File: config.mk
export PLATFORM = sky130hd
export DESIGN_NAME = pid_tilt_motor_drive
export DESIGN_NICKNAME = d
export VERILOG_FILES = /design/src/sv/pidt_pkg.sv /design/src/sv/pidt_prep.sv /design/src/sv/pidt_mac.sv /design/src/sv/pidt_scale.sv /design/src/sv/pid_tilt_motor_drive.sv
export SDC_FILE = /design/constraint.sdc
export NUM_CORES = 1
export LEC_CHECK = 0
export BUFFER_PORTS_ARGS = -buffer_cell sky130_fd_sc_hd__buf_2
export CAP_MARGIN = 10
export CORE_ASPECT_RATIO = 0.7
export CORE_UTILIZATION = 69
export DETAILED_ROUTE_END_ITERATION = 12
export GPL_ROUTABILITY_DRIVEN = 1
export PLACE_DENSITY_LB_ADDON = 0.2
export SYNTH_ARGS = -nofsm -noshare
export SYNTH_HDL_FRONTEND = slang
export SYNTH_SLANG_ARGS = --single-unit
export TNS_END_PERCENT = 5
File: constraint.sdc
create_clock -name clk -period 11.8 [get_ports clk]
set_input_delay 2.36 -clock clk [delete_from_list [all_inputs] [get_ports clk]]
set_output_delay 2.36 -clock clk [all_outputs]
set_load 0.01 [all_outputs]
File: src/sv/pidt_pkg.sv
// pidt_pkg: widths, constants, control types and FSM encoding for the tilt PID drive.
// Used by every module of pid_tilt_motor_drive and by its checker.
// No dependencies.
package pidt_pkg;

  localparam int SUM_W  = 32;            // running integral width
  localparam int SUMX_W = SUM_W + 1;     // integral plus one guard bit
  localparam int TILT_W = 17;
  localparam int DIFF_W = TILT_W + 1;    // last_error - tilt
  localparam int GAIN_W = 16;
  localparam int CNT_W  = $clog2(GAIN_W);
  localparam int HI_W   = SUM_W + 3;     // upper product accumulator
  localparam int ACC_W  = HI_W + GAIN_W; // full Kp*e + Kd*d + Ki*s
  localparam int DRIVE_W = 9;
  localparam int DUTY_W  = 8;

  // drive = trunc(acc * 255 / (90 * 2^16)); 255 / (90 * 2^16) = 17 / (3 * 2^17)
  localparam int MAG_W   = 23;           // DEN fits in 23 bits
  localparam logic [MAG_W-1:0] SCALE_DEN = MAG_W'(90 * 65536);
  localparam int T_SHIFT = 17;
  localparam int PROD_W  = MAG_W + 4;    // mag * 17
  localparam int T_W     = PROD_W - T_SHIFT;
  localparam logic [T_W-1:0] RECIP3 = T_W'(683); // ~2^11 / 3, exact floor for t < 765
  localparam int RECIP_SH = 11;
  localparam logic [DUTY_W-1:0] DUTY_MAX = DUTY_W'(255);

  localparam logic signed [GAIN_W-1:0] KP_RESET = GAIN_W'(256);

  // configuration register indexes
  localparam int CFG_IDX_W = 2;
  localparam logic [CFG_IDX_W-1:0] REG_KP = 2'd0;
  localparam logic [CFG_IDX_W-1:0] REG_KD = 2'd1;
  localparam logic [CFG_IDX_W-1:0] REG_KI = 2'd2;

  typedef enum logic [4:0] {
    ST_IDLE = 5'b00001,
    ST_MAC  = 5'b00010,
    ST_MAG  = 5'b00100,
    ST_SCL  = 5'b01000,
    ST_FIN  = 5'b10000
  } state_t;

  typedef struct packed {
    logic start;   // beat accepted: load gains, clear accumulator
    logic step;    // one gain bit per cycle
    logic last;    // sign bit of the gains: subtract
    logic mag_en;  // capture sign and magnitude
    logic scl_en;  // capture scaled magnitude
  } ctrl_t;

endpackage

File: src/sv/pidt_prep.sv
// pidt_prep: per-sample state update (saturating integral, derivative, direction).
// Depends on pidt_pkg.
module pidt_prep (
  input  logic                                  clk,
  input  logic                                  rst_n,
  input  logic                                  accept,
  input  logic signed [pidt_pkg::TILT_W-1:0]    tilt,
  output logic signed [pidt_pkg::TILT_W-1:0]    err,
  output logic signed [pidt_pkg::DIFF_W-1:0]    diff,
  output logic signed [pidt_pkg::SUM_W-1:0]     sum,
  output logic                                  dir
);

  logic signed [pidt_pkg::SUM_W-1:0]  sum_r, sum_nxt;
  logic signed [pidt_pkg::TILT_W-1:0] last_r;
  logic signed [pidt_pkg::DIFF_W-1:0] diff_r, diff_nxt;
  logic                               dir_r, dir_nxt;
  logic        [pidt_pkg::SUMX_W-1:0] sum_wide;

  assign sum_wide = {sum_r[pidt_pkg::SUM_W-1], sum_r}
                  + {{(pidt_pkg::SUMX_W-pidt_pkg::TILT_W){tilt[pidt_pkg::TILT_W-1]}}, tilt};

  always_comb begin
    // guard bit disagrees with sign: clip to the rail
    if (sum_wide[pidt_pkg::SUM_W] != sum_wide[pidt_pkg::SUM_W-1]) begin
      sum_nxt = sum_wide[pidt_pkg::SUM_W]
              ? {1'b1, {(pidt_pkg::SUM_W-1){1'b0}}}
              : {1'b0, {(pidt_pkg::SUM_W-1){1'b1}}};
    end else begin
      sum_nxt = sum_wide[pidt_pkg::SUM_W-1:0];
    end
    diff_nxt = {last_r[pidt_pkg::TILT_W-1], last_r} - {tilt[pidt_pkg::TILT_W-1], tilt};
    if (tilt != '0) begin
      dir_nxt = ~tilt[pidt_pkg::TILT_W-1];
    end else begin
      dir_nxt = dir_r;
    end
  end

  always_ff @(posedge clk) begin
    if (!rst_n) begin
      sum_r  <= '0;
      last_r <= '0;
      dir_r  <= 1'b0;
    end else if (accept) begin
      sum_r  <= sum_nxt;
      last_r <= tilt;
      dir_r  <= dir_nxt;
    end
  end

  always_ff @(posedge clk) begin
    if (accept) begin
      diff_r <= diff_nxt;
    end
  end

  assign err  = last_r;
  assign diff = diff_r;
  assign sum  = sum_r;
  assign dir  = dir_r;

endmodule

File: src/sv/pidt_mac.sv
// pidt_mac: serial-parallel multiply-accumulate, one gain bit of all three gains per cycle.
// Depends on pidt_pkg.
module pidt_mac (
  input  logic                                  clk,
  input  pidt_pkg::ctrl_t                       ctrl,
  input  logic signed [pidt_pkg::GAIN_W-1:0]    kp,
  input  logic signed [pidt_pkg::GAIN_W-1:0]    kd,
  input  logic signed [pidt_pkg::GAIN_W-1:0]    ki,
  input  logic signed [pidt_pkg::TILT_W-1:0]    err,
  input  logic signed [pidt_pkg::DIFF_W-1:0]    diff,
  input  logic signed [pidt_pkg::SUM_W-1:0]     sum,
  output logic        [pidt_pkg::ACC_W-1:0]     acc
);

  logic [pidt_pkg::GAIN_W-1:0] kp_sr_r, kd_sr_r, ki_sr_r;
  logic [pidt_pkg::HI_W-1:0]   hi_r, hi_nxt;
  logic [pidt_pkg::GAIN_W-1:0] lo_r, lo_nxt;
  logic [pidt_pkg::HI_W-1:0]   ext_e, ext_d, ext_s, partial, total;

  assign ext_e = {{(pidt_pkg::HI_W-pidt_pkg::TILT_W){err[pidt_pkg::TILT_W-1]}}, err};
  assign ext_d = {{(pidt_pkg::HI_W-pidt_pkg::DIFF_W){diff[pidt_pkg::DIFF_W-1]}}, diff};
  assign ext_s = {{(pidt_pkg::HI_W-pidt_pkg::SUM_W){sum[pidt_pkg::SUM_W-1]}}, sum};

  always_comb begin
    partial = (kp_sr_r[0] ? ext_e : '0)
            + (kd_sr_r[0] ? ext_d : '0)
            + (ki_sr_r[0] ? ext_s : '0);
    // gain MSB carries weight -2^15
    total  = ctrl.last ? (hi_r - partial) : (hi_r + partial);
    hi_nxt = {total[pidt_pkg::HI_W-1], total[pidt_pkg::HI_W-1:1]};
    lo_nxt = {total[0], lo_r[pidt_pkg::GAIN_W-1:1]};
  end

  always_ff @(posedge clk) begin
    if (ctrl.start) begin
      kp_sr_r <= kp;
      kd_sr_r <= kd;
      ki_sr_r <= ki;
      hi_r    <= '0;
      lo_r    <= '0;
    end else if (ctrl.step) begin
      kp_sr_r <= {1'b0, kp_sr_r[pidt_pkg::GAIN_W-1:1]};
      kd_sr_r <= {1'b0, kd_sr_r[pidt_pkg::GAIN_W-1:1]};
      ki_sr_r <= {1'b0, ki_sr_r[pidt_pkg::GAIN_W-1:1]};
      hi_r    <= hi_nxt;
      lo_r    <= lo_nxt;
    end
  end

  assign acc = {hi_r, lo_r};

endmodule

File: src/sv/pidt_scale.sv
// pidt_scale: degree-to-drive rescale, truncation toward zero and clamp to +-255.
// Depends on pidt_pkg.
module pidt_scale (
  input  logic                                  clk,
  input  pidt_pkg::ctrl_t                       ctrl,
  input  logic        [pidt_pkg::ACC_W-1:0]     acc,
  output logic signed [pidt_pkg::DRIVE_W-1:0]   drive,
  output logic        [pidt_pkg::DUTY_W-1:0]    duty
);

  logic [pidt_pkg::ACC_W-1:0]        amag;
  logic                              neg_r, neg2_r, big_r, big2_r, big_nxt;
  logic [pidt_pkg::MAG_W-1:0]        mag_r;
  logic [pidt_pkg::PROD_W-1:0]       prod17;
  logic [pidt_pkg::T_W-1:0]          t_r;
  logic [2*pidt_pkg::T_W-1:0]        qprod;
  logic [pidt_pkg::DUTY_W-1:0]       duty_c;

  assign amag = acc[pidt_pkg::ACC_W-1]
              ? (~acc + {{(pidt_pkg::ACC_W-1){1'b0}}, 1'b1})
              : acc;
  // |acc| >= 90*2^16 scales to at least 255
  assign big_nxt = (amag[pidt_pkg::ACC_W-1:pidt_pkg::MAG_W] != '0)
                || (amag[pidt_pkg::MAG_W-1:0] >= pidt_pkg::SCALE_DEN);

  always_ff @(posedge clk) begin
    if (ctrl.mag_en) begin
      neg_r <= acc[pidt_pkg::ACC_W-1];
      big_r <= big_nxt;
      mag_r <= amag[pidt_pkg::MAG_W-1:0];
    end
  end

  // floor(mag*17 / 2^17), then floor(/3) below
  assign prod17 = {mag_r, 4'b0000} + {4'b0000, mag_r};

  always_ff @(posedge clk) begin
    if (ctrl.scl_en) begin
      neg2_r <= neg_r;
      big2_r <= big_r;
      t_r    <= prod17[pidt_pkg::PROD_W-1:pidt_pkg::T_SHIFT];
    end
  end

  assign qprod  = t_r * pidt_pkg::RECIP3;
  assign duty_c = big2_r ? pidt_pkg::DUTY_MAX
                : qprod[pidt_pkg::RECIP_SH+pidt_pkg::DUTY_W-1:pidt_pkg::RECIP_SH];

  assign duty  = duty_c;
  assign drive = neg2_r ? (~{1'b0, duty_c} + {{(pidt_pkg::DRIVE_W-1){1'b0}}, 1'b1})
                        : {1'b0, duty_c};

endmodule

File: src/sv/pid_tilt_motor_drive.sv
// pid_tilt_motor_drive: top level, sequencer, gain registers and output register.
// Depends on pidt_pkg, pidt_prep, pidt_mac, pidt_scale.
//
//  channel | ports                                    | direction
//  --------+------------------------------------------+----------
//  in      | in_valid, in_stall, in_tilt_angle        | sample in
//  out     | out_valid, out_stall, out_drive_level,   | drive out
//          | out_duty, out_forward_dir                |
//  cfg     | cfg_wr_en, cfg_index, cfg_wdata          | gain write
//
// A sample passes through the accept cycle, the bit-serial multiply-accumulate
// (one bit of each gain per cycle) and then three rescale steps.
// The next sample can be taken once the result has entered the output register.
// A stalled result holds in the output register; a finished result waits in ST_FIN
// for a free output register. Reset (synchronous, active low) clears integral,
// last error, direction and gains to their reset values.
module pid_tilt_motor_drive (
  input  logic                                  clk,
  input  logic                                  rst_n,
  input  logic                                  in_valid,
  output logic                                  in_stall,
  input  logic signed [pidt_pkg::TILT_W-1:0]    in_tilt_angle,
  output logic                                  out_valid,
  input  logic                                  out_stall,
  output logic signed [pidt_pkg::DRIVE_W-1:0]   out_drive_level,
  output logic        [pidt_pkg::DUTY_W-1:0]    out_duty,
  output logic                                  out_forward_dir,
  input  logic                                  cfg_wr_en,
  input  logic        [pidt_pkg::CFG_IDX_W-1:0] cfg_index,
  input  logic        [pidt_pkg::GAIN_W-1:0]    cfg_wdata
);

  pidt_pkg::state_t                   state_r, state_nxt;
  logic [pidt_pkg::CNT_W-1:0]         cnt_r, cnt_nxt;
  pidt_pkg::ctrl_t                    ctrl;
  logic                               accept, finish;
  logic signed [pidt_pkg::GAIN_W-1:0] kp_r, kd_r, ki_r;

  logic signed [pidt_pkg::TILT_W-1:0]  err;
  logic signed [pidt_pkg::DIFF_W-1:0]  diff;
  logic signed [pidt_pkg::SUM_W-1:0]   sum;
  logic                                dir;
  logic        [pidt_pkg::ACC_W-1:0]   acc;
  logic signed [pidt_pkg::DRIVE_W-1:0] drive;
  logic        [pidt_pkg::DUTY_W-1:0]  duty;

  logic                                out_valid_r;
  logic signed [pidt_pkg::DRIVE_W-1:0] out_drive_r;
  logic        [pidt_pkg::DUTY_W-1:0]  out_duty_r;
  logic                                out_dir_r;

  assign in_stall = (state_r != pidt_pkg::ST_IDLE);
  assign accept   = in_valid && !in_stall;
  assign finish   = (state_r == pidt_pkg::ST_FIN) && (!out_valid_r || !out_stall);

  always_comb begin
    state_nxt   = state_r;
    cnt_nxt     = cnt_r;
    ctrl        = '0;
    ctrl.start  = accept;
    case (state_r)
      pidt_pkg::ST_IDLE: begin
        cnt_nxt = '0;
        if (in_valid) begin
          state_nxt = pidt_pkg::ST_MAC;
        end
      end
      pidt_pkg::ST_MAC: begin
        ctrl.step = 1'b1;
        ctrl.last = (cnt_r == pidt_pkg::CNT_W'(pidt_pkg::GAIN_W - 1));
        cnt_nxt   = cnt_r + pidt_pkg::CNT_W'(1);
        if (ctrl.last) begin
          state_nxt = pidt_pkg::ST_MAG;
        end
      end
      pidt_pkg::ST_MAG: begin
        ctrl.mag_en = 1'b1;
        state_nxt   = pidt_pkg::ST_SCL;
      end
      pidt_pkg::ST_SCL: begin
        ctrl.scl_en = 1'b1;
        state_nxt   = pidt_pkg::ST_FIN;
      end
      pidt_pkg::ST_FIN: begin
        if (finish) begin
          state_nxt = pidt_pkg::ST_IDLE;
        end
      end
      default: begin
        state_nxt = pidt_pkg::ST_IDLE;
      end
    endcase
  end

  always_ff @(posedge clk) begin
    if (!rst_n) begin
      state_r <= pidt_pkg::ST_IDLE;
      cnt_r   <= '0;
    end else begin
      state_r <= state_nxt;
      cnt_r   <= cnt_nxt;
    end
  end

  // gains
  always_ff @(posedge clk) begin
    if (!rst_n) begin
      kp_r <= pidt_pkg::KP_RESET;
      kd_r <= '0;
      ki_r <= '0;
    end else if (cfg_wr_en) begin
      case (cfg_index)
        pidt_pkg::REG_KP: kp_r <= cfg_wdata;
        pidt_pkg::REG_KD: kd_r <= cfg_wdata;
        pidt_pkg::REG_KI: ki_r <= cfg_wdata;
        default: ;
      endcase
    end
  end

  pidt_prep u_prep (
    .clk    (clk),
    .rst_n  (rst_n),
    .accept (accept),
    .tilt   (in_tilt_angle),
    .err    (err),
    .diff   (diff),
    .sum    (sum),
    .dir    (dir)
  );

  pidt_mac u_mac (
    .clk  (clk),
    .ctrl (ctrl),
    .kp   (kp_r),
    .kd   (kd_r),
    .ki   (ki_r),
    .err  (err),
    .diff (diff),
    .sum  (sum),
    .acc  (acc)
  );

  pidt_scale u_scale (
    .clk   (clk),
    .ctrl  (ctrl),
    .acc   (acc),
    .drive (drive),
    .duty  (duty)
  );

  // output register
  always_ff @(posedge clk) begin
    if (!rst_n) begin
      out_valid_r <= 1'b0;
    end else if (finish) begin
      out_valid_r <= 1'b1;
    end else if (!out_stall) begin
      out_valid_r <= 1'b0;
    end
  end

  always_ff @(posedge clk) begin
    if (finish) begin
      out_drive_r <= drive;
      out_duty_r  <= duty;
      out_dir_r   <= dir;
    end
  end

  assign out_valid       = out_valid_r;
  assign out_drive_level = out_drive_r;
  assign out_duty        = out_duty_r;
  assign out_forward_dir = out_dir_r;

endmodule

==> impl_metrics.yaml, run 1 <==
sta:
  fmax_mhz: 124
  hold_violations: 0
  slew_headroom_pct: 24.9
  maxSlewViolCount: 0
  clock_skew_ps: 23.3
  worst_slew_pin_slew_ps: 1130
  min_period_ps: 8040
  setup_tns_ps: 0
  setup_violations: 0
  fin_crit_sh_pct: 68.1
  post-route-worst-setup-slack_ps: 3760
  rsz0062_at_grt: "no"
  timing.hold.ws_ps: 425
yosys:
  synth_cell_types: 91
  syn_inst: 2522
  synth_fp_nets: 2814
  synth_edf_count: 120
  synthArstFlopShare_pct: 0
  synth_top_area_share_pct: 17.2
  syn_area_per_cell_um2: 8.31
  synth_top_cell_by_area: "edfxtp_1"
  yosys-top-cells-area: "edfxtp_1 17%, dfxtp_1 15%, ha_1 12%, nand2_1 9.0%, fa_1 5.4%"
  synthTopCellsByCount: "504 x nand2_1, 222 x a21oi_1, 195 x ha_1"
  yosysMostFrequentCell: "nand2_1"
  ys_warn_count: 0
  ys_seq_area_share_pct: 32.3
  netlist_area_mm2: 0.0210
  ys_ff_latch: 278
  synth_flop_cell: "dfxtp_1"
clock_tree:
  post_cts_buffers: 0
  ctsHoldBuffers: 0
  clk_latency_ps: 580
  numClockSinks: 278
  clock_path_buffers: 3
  cts_buffers: 27
  cts.reportedPaths.clkPinSlew_ps: 70
  cts_resized: 0
  htreeDepth: 1
  tritoncts: "yes"
  clock-root-buffer: "clkbuf_16"
power_and_ir_drop:
  powerDensity_mw_per_mm2: 153
  peakVddDrop_mv: 0.125
  p_leak_nw: 9.89
drt:
  via_count: 18500
  drt_pass1_iterations: 6
  viasPerCell: 6.24
  drc: 0
  drt-initial-drc-count: 2167
  ant_nets: 0
  wl_per_cell_um: 18.5
  wl_um: 54600
floorplanning:
  die_h_um: 148
  placement_rows: 52
  fp.dieArea_mm2: 0.0311
  io_pins: 60
  start_util_pct: 71.3
  die_width_um: 210
  core_area_mm2: 0.0294
finish:
  utilization_pct: 76.2
  syn2layout_area_growth_pct: 6.93
  drive_gt1_share_pct: 6.31
  layout.nets: 2824
  multi_input_area_mm2: 0.0132
  n_fill_cell: 2200
  seq_area_mm2: 0.00677
  diodes: 0
global_route:
  grt_pass1_vias: 17300
  top_usage_layer: "met1"
  antenna_found_initial: 0
  track_usage_pct: 35.3
  grt_util_met1_pct: 53.0
  grt_pass1_wl_um: 88700
  grt_overflow: 0
  grtUsageMet2_pct: 52.9
  grt_max_degree: 94
  use_met3_pct: 6.78
placement:
  port_buffers: 59
  dpl_worst_slack_ps: 4110
  gp_congestion: 0.979
  dp_hpwl_um: 40600
setup_path:
  r2r_slack_ps: 3760
  critPathCaptureType: "flip-flop"
  reg2reg_to: "u_mac.hi_r[33]"
  critical_path_class: "flip-flop to flip-flop"
  critical_path.max_fanout: 18
  startpoint_type: "flip-flop"
  arrival_ps: 8550
  cp.required_ps: 12310
  worstRegToRegCells: 27
  r2r-start: "u_mac.kd_sr_r[0]"
run:
  maxCapViolCount: 0
hold_path:
  hold_end: "u_scale.big2_r"
  hp-class: "flip-flop to flip-flop"
  min_from: "u_scale.big_r"
  min_path_cells: 0
run_status:
  status: "finished clean"
flip-flops by register name, summed over array words and instances, names as in the netlist, 4 cells and up:
name             count
kp_r                16
u_prep.err          17
kd_r                16
out_drive_level      9
u_mac.ki_sr_r       16
u_scale.mag_r       23
u_mac.kp_sr_r       16
u_prep.sum          32
u_scale.t_r         10
ki_r                16
u_mac.kd_sr_r       16
out_duty             7
u_prep.diff         18
u_mac.hi_r          34
u_mac.lo_r          16
state_r              5
cnt_r                4
power breakdown:
group          internal (mW)  switching, mW  leakage (nW)
sequential              1.09         0.0822          2.42
clock                  0.478          0.393         0.429
combinational          0.529          0.856          7.04
cells in the final DEF, fill, tap and decap left out, types with 33 or more instances in the layout:
cell type / netlist / routed
a211oi_1: 33 / 33
a21o_1: 39 / 39
a21oi_1: 222 / 221
buf_2: 3 / 59
dfxtp_1: 158 / 158
edfxtp_1: 120 / 120
fa_1: 57 / 57
ha_1: 195 / 195
inv_1: 183 / 183
nand2_1: 504 / 502
nand3_1: 43 / 43
nor2_1: 166 / 166
nor3_1: 51 / 51
o21ai_0: 104 / 104
xnor2_1: 114 / 114
xor2_1: 47 / 47
kinds of logic (layout without fill, tap and decap cells):
kind of cell               count (synthesis)  after routing  share of synthesized area (%)
AOI/OAI and AO/OA                        572            572                           17.0
xor gates and xnor gates                 161            161                           6.73
adders and majority gates                269            269                           17.9
buffers and inverters                    276            307                           4.98
DFF                                      278            278                           32.3
muxes                                      9              9                          0.448
and+or+nand+nor                          957            957                           20.7
worst max-delay path, stage by stage, from the launching register on:
cell and delay (ps):
edfxtp_1 780, nand2_1 160, fa_1 540, inv_1 50
ha_1 230, fa_1 450, a211oi_1 360, o21ai_0 220
a31o_2 310, xor2_1 160, or3_1 440, nor3_1 360
nand2_1 180, nor4_1 420, nor2_1 100, xor2_1 180
ha_1 230, or4_1 520, o22ai_1 290, o221ai_1 240
o211ai_1 320, o221ai_1 250, nand2b_1 200, a21oi_1 180
xnor2_1 270, nand4_1 140, mux2_1 320, nand3_1 80
layer usage:
layer | wire [um] | part of all wire, %
met5 | 0 | 0
met2 | 22800 | 42
met3 | 5720 | 10
met4 | 1000 | 1.8
met1 | 25000 | 46
layout make-up:
class | instances | area share, %
multi-input cells | 1968 | 58.8
flip-flops and latches | 278 | 30.2
clock buffers | 38 | 3.43
inverters | 186 | 3.13
well taps | 405 | 2.26
repair buffers | 71 | 1.72
clock inverters | 12 | 0.446
per-stage QoR:
step | instance area [um2] | instances | power, mW
floorplan | 21000 | 2522 | 2.20
global placement | 21600 | 2908 | 2.48
detailed placement | 21600 | 2908 | 2.53
CTS | 22400 | 2958 | 3.40
global route | 22400 | 2958 | 3.61
finish | 22400 | 2958 | 3.43
worst max-delay path by stage:
stage | to | slack, ps | start
after global placement | u_mac.hi_r[33] | 4350 | u_mac.kd_sr_r[0]
final | u_mac.hi_r[33] | 3760 | u_mac.kd_sr_r[0]
after floorplan | u_mac.hi_r[33] | 5230 | u_mac.kp_sr_r[0]
after detailed placement | u_mac.hi_r[33] | 4110 | u_mac.kd_sr_r[0]
after global routing | u_mac.hi_r[33] | 3380 | u_mac.kd_sr_r[0]
after CTS | u_mac.hi_r[33] | 4020 | u_mac.kd_sr_r[0]
Note: power is estimated with default switching activity, not from simulation.
==> run 2: changes to the inputs <==
Settings changed: CORE_UTILIZATION 69 to 64.
Clock period 11.8 ns to 7.5 ns, I/O delays scaled along.
==> run 2 against run 1 <==
Against the previous run:
- fmax rose by 14%
- worst hold slack improved by 2.5 ps
- clock skew rose by 1.2 ps
- non-clock buffer count rose by 12
- clock power rose by 61%
- critical path depth did not move
- sequential power rose by 56%
- highest routed layer unchanged
==> impl_metrics.yaml, run 2 (synthesis results as in run 1) <==
drt:
  ant_nets: 0
  wl_um: 51300
  drt_pass1_iterations: 6
  drc: 0
  wl_per_cell_um: 17.1
  via_count: 18000
  drt-initial-drc-count: 1596
  viasPerCell: 6.02
clock_tree:
  clk_latency_ps: 580
  cts.reportedPaths.clkPinSlew_ps: 70
  numClockSinks: 278
  cts_buffers: 28
  tritoncts: "yes"
  htreeDepth: 1
  clock_path_buffers: 3
  clock-root-buffer: "clkbuf_16"
sta:
  setup_tns_ps: 0
  slew_headroom_pct: 29.7
  min_period_ps: 7080
  fmax_mhz: 141
  hold_violations: 0
  clock_skew_ps: 24.5
  setup_violations: 0
  maxSlewViolCount: 0
  fin_crit_sh_pct: 94.4
  worst_slew_pin_slew_ps: 1050
finish:
  regMostFlops: "u_mac.hi_r"
  final_cell_mix: "502 x nand2_1, 220 x a21oi_1, 195 x ha_1"
  final_common_cell: "nand2_1"
  largest_reg_flops: 34
  drive_gt1_share_pct: 7.17
  layout.cells.non_filler: 2996
  final_area_mm2: 0.0226
  layout.nets: 2837
  syn2layout_area_growth_pct: 8.00
hold_path:
  hp-class: "flip-flop to flip-flop"
power_and_ir_drop:
  peakVddDrop_mv: 0.239
  p_leak_nw: 9.98
  totalPowerFinal_mw: 5.41
  powerDensity_mw_per_mm2: 239
placement:
  port_buffers: 59
  place_area_mm2: 0.0217
  post-place-cells: 2939
  gp_congestion: 0.972
  dp_hpwl_um: 38700
setup_path:
  slowest_stage: "fa_1"
  arrival_ps: 7610
  critPathCaptureType: "flip-flop"
  cp.required_ps: 8030
  critical_path_class: "flip-flop to flip-flop"
  startpoint_type: "flip-flop"
  critical_path.max_fanout: 6
  cp_slowest_stage_delay_ps: 550
floorplanning:
  die_h_um: 153
  die_width_um: 218
  io_pins: 60
  start_util_pct: 65.0
  fp.dieArea_mm2: 0.0335
  core_area_mm2: 0.0323
  placement_rows: 55
run_status:
  status: "finished clean"
run:
  maxCapViolCount: 0
global_route:
  track_usage_pct: 31.0
  antenna_found_initial: 2
  grt_pass1_vias: 17200
  grt_pass1_wl_um: 85000
  grt_max_degree: 66
  grt_overflow: 0
[run 2: cell type report]
type                       count  area, um2
antenna                        2       5.00
clock buffer                  34        723
clock inverter                18        181
fill                        2609       9630
inverter                     186        701
multi-input combinational   1968      13300
sequential                   278       6770
tap                          427        534
timing repair buffer          83        475
[run 2: where the power goes]
group          leakage [nW]  internal [mW]  switching, mW  total (mW)
clock network         0.432          0.765          0.632        1.40
logic                  7.13          0.840           1.35        2.19
registers              2.42           1.72          0.103        1.82
total                  9.98           3.32           2.08        5.41
[run 2: final timing paths]
path / from / endpoint / slack [ps] / cells past startpoint
max reg2reg: u_mac.ki_sr_r[0] / u_mac.hi_r[33] / 420 / 27
max: u_mac.ki_sr_r[0] / u_mac.hi_r[33] / 420 / 27
min reg2reg: u_scale.big_r / u_scale.big2_r / 430 / 0
min: u_scale.big_r / u_scale.big2_r / 430 / 0
[run 2: worst max-delay path: cells and delay by family, from the launching register on]
kind	cells	cell delay (ps)
AOI/OAI and AO/OA	8	1940
xor gates and xnor gates	3	510
adders and majority gates	4	1470
buffers and inverters	1	60
DFF	1	400
muxes	1	330
and+or+nand+nor	10	2330
[run 2: metrics by stage]
step	util [%]	hold WS, ps	worst slack (ps)
after floorplan	-	400	930
after global placement	67.1	402	365
after detailed placement	67.1	412	-27.3
after CTS	69.9	428	80.4
after global routing	70.1	443	-14.9
final	70.2	427	419
[run 2: timing repair]
item / in CTS / in global routing
hold buffers: 0 / 0
pin swaps: 0 / 2
gates resized for setup: 2 / 8
setup endpoints to repair: 2 / 5
buffers inserted: 0 / 3
[run 2: per-layer routing]
metal | share of wire, % | track usage [%] | vias to the layer above
met1 | 48 | 45.5 | 8577
met4 | 1.6 | 5.73 | 0
met2 | 43 | 47.0 | 550
met3 | 8.0 | 6.59 | 66
li1 | - | - | 8834
met5 | 0 | 0 | -
